### src/design/rc6_pkg.sv
// Shared constants, types and rotate helpers for the RC6 block decryption core.
package rc6_pkg;

	localparam int ROUNDS        = 20;
	localparam int MAX_KEY_WORDS = 8;
	localparam int TABLE_SIZE    = 2 * ROUNDS + 4;
	localparam int PAIRS         = ROUNDS + 2;
	localparam int MIX_ITERS     = 3 * ((TABLE_SIZE > MAX_KEY_WORDS) ? TABLE_SIZE : MAX_KEY_WORDS);
	localparam int KEY_PARTS     = 4;

	localparam int WORD_W     = 32;
	localparam int PAIR_W     = $clog2(PAIRS);
	localparam int ADDR_W     = PAIR_W + 1;
	localparam int ITER_W     = $clog2(MIX_ITERS);
	localparam int KW_IDX_W   = (MAX_KEY_WORDS > 1) ? $clog2(MAX_KEY_WORDS) : 1;
	localparam int KW_CNT_W   = 4;
	localparam int CFG_IDX_W  = 3;
	localparam int CFG_DATA_W = 64;

	localparam logic [WORD_W-1:0] MAGIC_P = 32'hB7E1_5163;
	localparam logic [WORD_W-1:0] MAGIC_Q = 32'h9E37_79B9;
	localparam logic [4:0]        LG_W    = 5'd5;
	localparam logic [4:0]        KEY_ROT = 5'd3;

	localparam logic [CFG_IDX_W-1:0] REG_KEY_PART_LAST = 3'd3;
	localparam logic [CFG_IDX_W-1:0] REG_KEY_WORD_COUNT = 3'd4;

	typedef enum logic [2:0] {
		ST_IDLE,
		ST_FILL,
		ST_MIX_A,
		ST_MIX_B,
		ST_DEC
	} ctrl_state_t;

	typedef enum logic [2:0] {
		DP_NOP,
		DP_FILL,
		DP_MIX_A,
		DP_MIX_B,
		DP_LOAD,
		DP_POST,
		DP_ROUND,
		DP_PRE
	} dp_op_t;

	typedef struct packed {
		dp_op_t              op;
		logic                start;
		logic [ADDR_W-1:0]   wr_addr;
		logic [ADDR_W-1:0]   rd_addr0;
		logic [ADDR_W-1:0]   rd_addr1;
		logic [KW_IDX_W-1:0] l_idx;
	} dp_cmd_t;

	typedef struct packed {
		logic [KW_CNT_W-1:0] key_words;
	} dp_status_t;

	function automatic logic [WORD_W-1:0] rotl32(input logic [WORD_W-1:0] x,
		input logic [4:0] n);
		logic [2*WORD_W-1:0] dbl;
		dbl = {x, x} << n;
		return dbl[2*WORD_W-1:WORD_W];
	endfunction

	function automatic logic [WORD_W-1:0] rotr32(input logic [WORD_W-1:0] x,
		input logic [4:0] n);
		logic [2*WORD_W-1:0] dbl;
		dbl = {x, x} >> n;
		return dbl[WORD_W-1:0];
	endfunction

endpackage

### src/design/rc6_ctrl.sv
// Controller: sequences key expansion and block decryption and owns the handshakes.
module rc6_ctrl (
	input  logic                          clk,
	input  logic                          arst_n,
	input  logic                          cfg_wr_en,
	input  logic [rc6_pkg::CFG_IDX_W-1:0] cfg_index,
	input  logic                          in_valid,
	output logic                          in_ready,
	output logic                          out_valid,
	input  logic                          out_ready,
	output rc6_pkg::dp_cmd_t              cmd,
	input  rc6_pkg::dp_status_t           status
);

	localparam logic [rc6_pkg::PAIR_W-1:0] LastPair = rc6_pkg::PAIR_W'(rc6_pkg::PAIRS - 1);
	localparam logic [rc6_pkg::ADDR_W-1:0] LastAddr =
		rc6_pkg::ADDR_W'(rc6_pkg::TABLE_SIZE - 1);
	localparam logic [rc6_pkg::ITER_W-1:0] LastIter =
		rc6_pkg::ITER_W'(rc6_pkg::MIX_ITERS - 1);

	rc6_pkg::ctrl_state_t          state_q, state_d;
	logic [rc6_pkg::ADDR_W-1:0]    idx_q, idx_d, idx_wrap;
	logic [rc6_pkg::KW_IDX_W-1:0]  j_q, j_d, j_wrap;
	logic [rc6_pkg::ITER_W-1:0]    iter_q, iter_d;
	logic [rc6_pkg::PAIR_W-1:0]    pair_q, pair_d, rd_pair;
	logic                          sched_ready_q, sched_ready_d;
	logic                          out_valid_q, out_set;
	logic                          cfg_hit;

	assign cfg_hit  = cfg_wr_en && (cfg_index <= rc6_pkg::REG_KEY_WORD_COUNT);
	assign idx_wrap = (idx_q == LastAddr) ? '0 : idx_q + 1'b1;
	assign j_wrap   = ((rc6_pkg::KW_CNT_W'(j_q) + 1'b1) == status.key_words) ? '0 : j_q + 1'b1;

	always_ff @(posedge clk or negedge arst_n) begin
		if (!arst_n) begin
			state_q       <= rc6_pkg::ST_IDLE;
			idx_q         <= '0;
			j_q           <= '0;
			iter_q        <= '0;
			pair_q        <= '0;
			sched_ready_q <= 1'b0;
			out_valid_q   <= 1'b0;
		end else begin
			state_q       <= state_d;
			idx_q         <= idx_d;
			j_q           <= j_d;
			iter_q        <= iter_d;
			pair_q        <= pair_d;
			sched_ready_q <= sched_ready_d;
			if (out_set) begin
				out_valid_q <= 1'b1;
			end else if (out_ready) begin
				out_valid_q <= 1'b0;
			end
		end
	end

	always_comb begin
		state_d       = state_q;
		idx_d         = idx_q;
		j_d           = j_q;
		iter_d        = iter_q;
		pair_d        = pair_q;
		sched_ready_d = sched_ready_q;
		out_set       = 1'b0;
		in_ready      = 1'b0;
		rd_pair       = LastPair;
		cmd.op        = rc6_pkg::DP_NOP;
		cmd.start     = 1'b0;
		cmd.wr_addr   = idx_q;
		cmd.l_idx     = j_q;
		cmd.rd_addr0  = {LastPair, 1'b0};
		cmd.rd_addr1  = {LastPair, 1'b1};

		case (state_q)
			rc6_pkg::ST_IDLE: begin
				in_ready = sched_ready_q;
				if (!sched_ready_q) begin
					idx_d   = '0;
					state_d = rc6_pkg::ST_FILL;
				end else if (in_valid) begin
					cmd.op  = rc6_pkg::DP_LOAD;
					pair_d  = LastPair;
					state_d = rc6_pkg::ST_DEC;
				end
			end
			rc6_pkg::ST_FILL: begin
				cmd.op       = rc6_pkg::DP_FILL;
				cmd.start    = (idx_q == '0);
				cmd.rd_addr0 = '0;
				idx_d        = idx_wrap;
				if (idx_q == LastAddr) begin
					j_d     = '0;
					iter_d  = '0;
					state_d = rc6_pkg::ST_MIX_A;
				end
			end
			rc6_pkg::ST_MIX_A: begin
				cmd.op       = rc6_pkg::DP_MIX_A;
				cmd.rd_addr0 = idx_wrap;
				idx_d        = idx_wrap;
				state_d      = rc6_pkg::ST_MIX_B;
			end
			rc6_pkg::ST_MIX_B: begin
				cmd.op       = rc6_pkg::DP_MIX_B;
				cmd.rd_addr0 = idx_q;
				j_d          = j_wrap;
				iter_d       = iter_q + 1'b1;
				if (iter_q == LastIter) begin
					sched_ready_d = 1'b1;
					state_d       = rc6_pkg::ST_IDLE;
				end else begin
					state_d = rc6_pkg::ST_MIX_A;
				end
			end
			rc6_pkg::ST_DEC: begin
				rd_pair      = (pair_q == '0) ? '0 : pair_q - 1'b1;
				cmd.rd_addr0 = {rd_pair, 1'b0};
				cmd.rd_addr1 = {rd_pair, 1'b1};
				if (pair_q == LastPair) begin
					cmd.op = rc6_pkg::DP_POST;
					pair_d = pair_q - 1'b1;
				end else if (pair_q != '0) begin
					cmd.op = rc6_pkg::DP_ROUND;
					pair_d = pair_q - 1'b1;
				end else if (!out_valid_q || out_ready) begin
					cmd.op  = rc6_pkg::DP_PRE;
					out_set = 1'b1;
					state_d = rc6_pkg::ST_IDLE;
				end
			end
			default: begin
				state_d = rc6_pkg::ST_IDLE;
			end
		endcase

		if (cfg_hit) begin
			sched_ready_d = 1'b0;
			state_d       = rc6_pkg::ST_IDLE;
		end
	end

	assign out_valid = out_valid_q;

endmodule

### config.mk
export PLATFORM = sky130hd
export DESIGN_NAME = rc6_ctrl
export DESIGN_NICKNAME = d
export VERILOG_FILES = /design/src/design/rc6_pkg.sv /design/src/design/rc6_ctrl.sv
export SDC_FILE = /design/constraint.sdc
export NUM_CORES = 1
export LEC_CHECK = 0
export BUFFER_PORTS_ARGS = -buffer_cell sky130_fd_sc_hd__buf_4
export CAP_MARGIN = 40
export CORE_ASPECT_RATIO = 0.75
export CORE_MARGIN = 10
export CORE_UTILIZATION = 54
export DETAILED_ROUTE_END_ITERATION = 8
export PLACE_DENSITY = 0.87
export REMOVE_ABC_BUFFERS = 1
export SLEW_MARGIN = 15
export SYNTH_ARGS = -nofsm -noshare
export SYNTH_HDL_FRONTEND = slang
export SYNTH_SLANG_ARGS = --single-unit
### constraint.sdc
create_clock -name clk -period 2.3 [get_ports clk]
set_input_delay 0.115 -clock clk [delete_from_list [all_inputs] [get_ports clk]]
set_output_delay 0.115 -clock clk [all_outputs]
set_load 0.03 [all_outputs]
* Yosys cells after proc, flatten, opt, wreduce, memory -nomap -nowiden
Index checks and enable logic that the tools add are counted.
** Cells by class
- $add $sub $neg :: 5
- Magnitude comparators :: 1
- Equality and inequality tests :: 18
- Muxes and demuxes :: 42
- Reduce and logical (&&, ||, !) cells :: 19
** Operators with widths (count)
- two-way mux 3 bit :: 14
- case mux 3 bit (5 select lines) :: 2
- two-way mux 5 bit :: 5
- case mux 6 bit (4 select lines) :: 1
- two-way mux 6 bit :: 3
- case mux 8 bit (2 select lines) :: 1
- inequality test 3 bit, second input constant :: 5
- case mux 6 bit (2 select lines) :: 1
- nonzero test 2 bit :: 6
- two-way mux 1 bit :: 11
- case mux 5 bit (2 select lines) :: 1
- adder 8 x 1 -> 8 bit, second input constant :: 1
- == test 8 bit, second input constant :: 1
- two-way mux 8 bit :: 1
- inequality test 2 bit, second input constant :: 4
- adder 6 x 1 -> 6 bit, second input constant :: 1
- == test 3 x 2 -> 1 bit, second input constant :: 2
- == test 6 bit, second input constant :: 1
- logical NOT 6 bit :: 1
- case mux 3 bit (2 select lines) :: 1
- AND reduction 2 bit :: 3
- == test 5 bit, second input constant :: 1
- logical NOT 5 bit :: 1
- AND reduction 5 bit :: 1
- 16 further kinds :: 16
** Word-level totals
- Register bits after elaboration :: 27
- Input bits :: 12

* Logic depth before layout (Yosys ltp)
- Word-level depth :: 7
- Gate-level depth with buffers :: 6
- Mapped depth without buffers :: 6

* Worst setup path after synthesis
No wires, ideal clock.
- Path type :: register -> output
- Start :: register state_q[0]
- End :: output port cmd[11] (netlist bit)
- Data arrival time :: 2200 ps
- Data required time :: 2185 ps
- Setup slack :: -15 ps
- Cell stages (with the launch flop) :: 5
- Path buffers :: 1
- Path through :: dfrtp_1 -> or3b_1 -> clkbuf_1 -> nor3_1 -> a311o_1
** RTL lines
- from (decl) :: line rc6_ctrl.sv:21 : rc6_pkg::ctrl_state_t state_q, state_d;
- from (signal assigned) :: line rc6_ctrl.sv:36 : state_q <= rc6_pkg::ST_IDLE;
- from (signal assigned) :: line rc6_ctrl.sv:44 : state_q <= state_d;
- to (decl) :: line rc6_ctrl.sv:11 : output rc6_pkg::dp_cmd_t cmd,

==> impl_metrics.ini <==
[logic_synthesis]
synth_ff_type = dfrtp_1
synth_edf_count = 0
synth_top_area_frac = 0.373
synth_seq_cells = 27
synth.most_common_cell = dfrtp_1
yosys-top-cells-area = dfrtp_1 (37%), ha_1 (4.1%), o21ai_1 (3.9%)
yosysTopAreaCell = dfrtp_1
yosysSeqAreaShare = 0.373
synthDistinctLibCells = 55
yosys_warnings = 0
syn_area_um2 = 1810
synth_cells = 212
synth_commonest_cells = dfrtp_1 (27), nand2_1 (18), nor2_1 (17), o21ai_1 (14)
syn_avg_cell_area_um2 = 8.55
async_flop_share = 1.00

[worst_setup_path]
critPathSlowestCell = dfrtp_1
reg2reg_from = state_q[0]$_DFFE_PN0P_
r2r_end = state_q[1]$_DFFE_PN0P_
cp-end-kind = primary output
arrival_ns = 2.11
crit_top_cell = buf_4
worstSetupPathType = flop to primary output
critical_path.max_fanout = 5
cp_cell_sequence = inv_1 > ha_1 > nor4b_4 > buf_4 > buf_4 > nor3_2 > o21bai_1 > buf_4
start_kind = flop
r2r_slack_ns = 0.34
ff2ff_path_depth = 4
cp_slowest_stage_delay_ns = 0.42
critPathRequiredTime_ns = 2.18

[cells_and_area]
multi_input_area_um2 = 1060
drive_above_1_share = 0.238
diodes = 0
num-nets-final = 267
fin_cells = 288
seqCellArea_um2 = 678
areaGrowthSynthToFinish_pct = 21.9
nFillCells = 270

[sta]
min_period_ns = 2.23
fin_worst_skew_ns = 0.0113
whs_ns = 0.0996
fmax_ghz = 0.449
slew_violations = 0
setup_viol = 0
hold_viol = 0
fin_crit_sh = 0.969

[route]
drc = 0
finalWirelength_um = 4870
wl_met1_um = 2160
vias = 1753
drt-pass1-iter-count = 4
viasPerCell = 6.09
wl_per_cell_um = 16.9
met2_length_um = 2210
top_layer = met4
drt_iter0_markers = 127
wl_met3_um = 471
ant_nets = 0

[clock_network]
clk_path_buf_depth = 2
clockRootBuffer = clkbuf_8
worstSkewPairLatency_ns = 0.28
cts_tree = yes
cts_buffers = 3
h-tree-depth = 1
path_clk_slew_ns = 0.10
clock_sinks = 27

[floorplan]
die-area_um2 = 6100
die_h_um = 70.2
start_util = 0.555
fp.dieW_um = 86.9
coreArea_um2 = 3270
num_rows = 18
ios = 39

[pwr]
internal-power_mw = 1.10
switchingPower_mw = 0.901
sw_frac_of_total = 0.451
vdd_ir_drop_max_uv = 573
power_density_nw_per_um2 = 905
p_comb_frac = 0.493
clkPwrFrac = 0.142
leakage_nw = 1.02
p_seq_frac = 0.365

[min_path]
hold_depth = 3
hp-start = in_valid
hp-class = primary input to flop
hold-path-endpoint = pair_q[4]$_DFFE_PN0P_

[global_routing]
grt_pass1_wl_um = 7860
antenna_found_initial = 0
first_global_vias = 1679
grt_remaining_overflow = 0
globalRouteTotalUtil = 0.154
grt_max_degree = 28

[status]
outcome = finished, final reports clean

[place]
dp_hpwl_um = 3640
io_buffers = 37
dp.cells = 280
routabilityCongestion = 0.891

[flow_run]
drv_cap = 0
==> through the flow <==
step                       TNS, ns  instance area, µm²  setup WS (ns)  utilization  total power [mW]
after global placement           0                2110          0.370        0.645              1.68
final                            0                2210         0.0715        0.676              2.00
after global routing      -0.00300                2210       -0.00300        0.676              2.14
after CTS                        0                2180         0.0152        0.667              2.00
after detailed placement         0                2110          0.245        0.645              1.71
after floorplan             -0.154                1760        -0.0839            -              1.37
==> worst max-delay path by stage <==
stage                                 startpoint      end  cells after the start
after CTS                 state_q[0]$_DFFE_PN0P_  cmd[13]                      4
after global routing       pair_q[0]$_DFFE_PN0P_  cmd[13]                      8
after global placement     pair_q[0]$_DFFE_PN0P_  cmd[24]                      7
after floorplan           state_q[2]$_DFFE_PN0P_  cmd[11]                      3
final                      pair_q[0]$_DFFE_PN0P_  cmd[13]                      8
after detailed placement   pair_q[0]$_DFFE_PN0P_  cmd[24]                      7
==> routing by layer <==
layer,vias up,global-route usage
met3,4,0.0487
met4,0,0.0341
met1,829,0.201
li1,843,-
met5,-,0
met2,77,0.241
==> cell families (layout without fill, tap and decap cells) <==
logic type | Yosys count | after routing | synth area share
AOI/OAI and AO/OA | 61 | 61 | 0.223
xor gates and xnor gates | 7 | 7 | 0.0338
adders and majority gates | 6 | 6 | 0.0414
buffers and inverters | 22 | 58 | 0.0518
DFF | 27 | 27 | 0.373
muxes | 2 | 2 | 0.0111
other | 1 | 1 | 0.00207
and+or+nand+nor | 86 | 86 | 0.264
==> flip-flops by register name (all words and copies together) (netlist names) <==
| signal | flops |
|---|---|
| pair_q | 5 |
| out_valid | 1 |
| state_q | 3 |
| j_q | 3 |
| iter_q | 8 |
| sched_ready_q | 1 |
| idx_q | 6 |
==> power groups by stage <==
stage | combinational (mW) | clock (mW) | sequential (mW)
finish | 0.986 | 0.284 | 0.729
global route | 1.08 | 0.309 | 0.749
CTS | 0.988 | 0.290 | 0.721
detailed placement | 0.982 | 0 | 0.729
global placement | 0.963 | 0 | 0.717
floorplan | 0.570 | 0 | 0.796
==> placed cells by master (no fill, tap or decap), types with 6 or more instances in the layout <==
master	count
buf_4	43
dfrtp_1	25
nand2_1	18
nor2_1	17
o21ai_1	14
o21ai_0	10
inv_1	9
a21oi_1	9
nand3_1	8
nand2b_1	6
nor3_1	6
xnor2_1	6
==> layout make-up <==
class | count | share of cell area
clock inverter | 1 | 0.00340
multi-input combinational | 163 | 0.480
timing repair buffer | 44 | 0.151
sequential | 27 | 0.307
clock buffer | 3 | 0.0187
tap | 40 | 0.0227
inverter | 10 | 0.0170
==> repair_timing <==
action                                 4_1_cts  5_1_grt
setup buffers                                2        1
setup endpoints to repair                    1        6
gates cloned                                 0        0
resized for setup                            0        7
hold buffers                                 1        0
pin swaps                                    0        0
endpoints found under the hold margin       27        0
==> worst max-delay path: cells and delay by family (launching register included) <==
kind	cells	cell delay [ns]
compound gates	1	0.16
fa+ha+maj	1	0.26
flops	1	0.42
buf+inv	4	0.58
simple gates	2	0.43
Note: power is estimated with default switching activity, not from simulation.
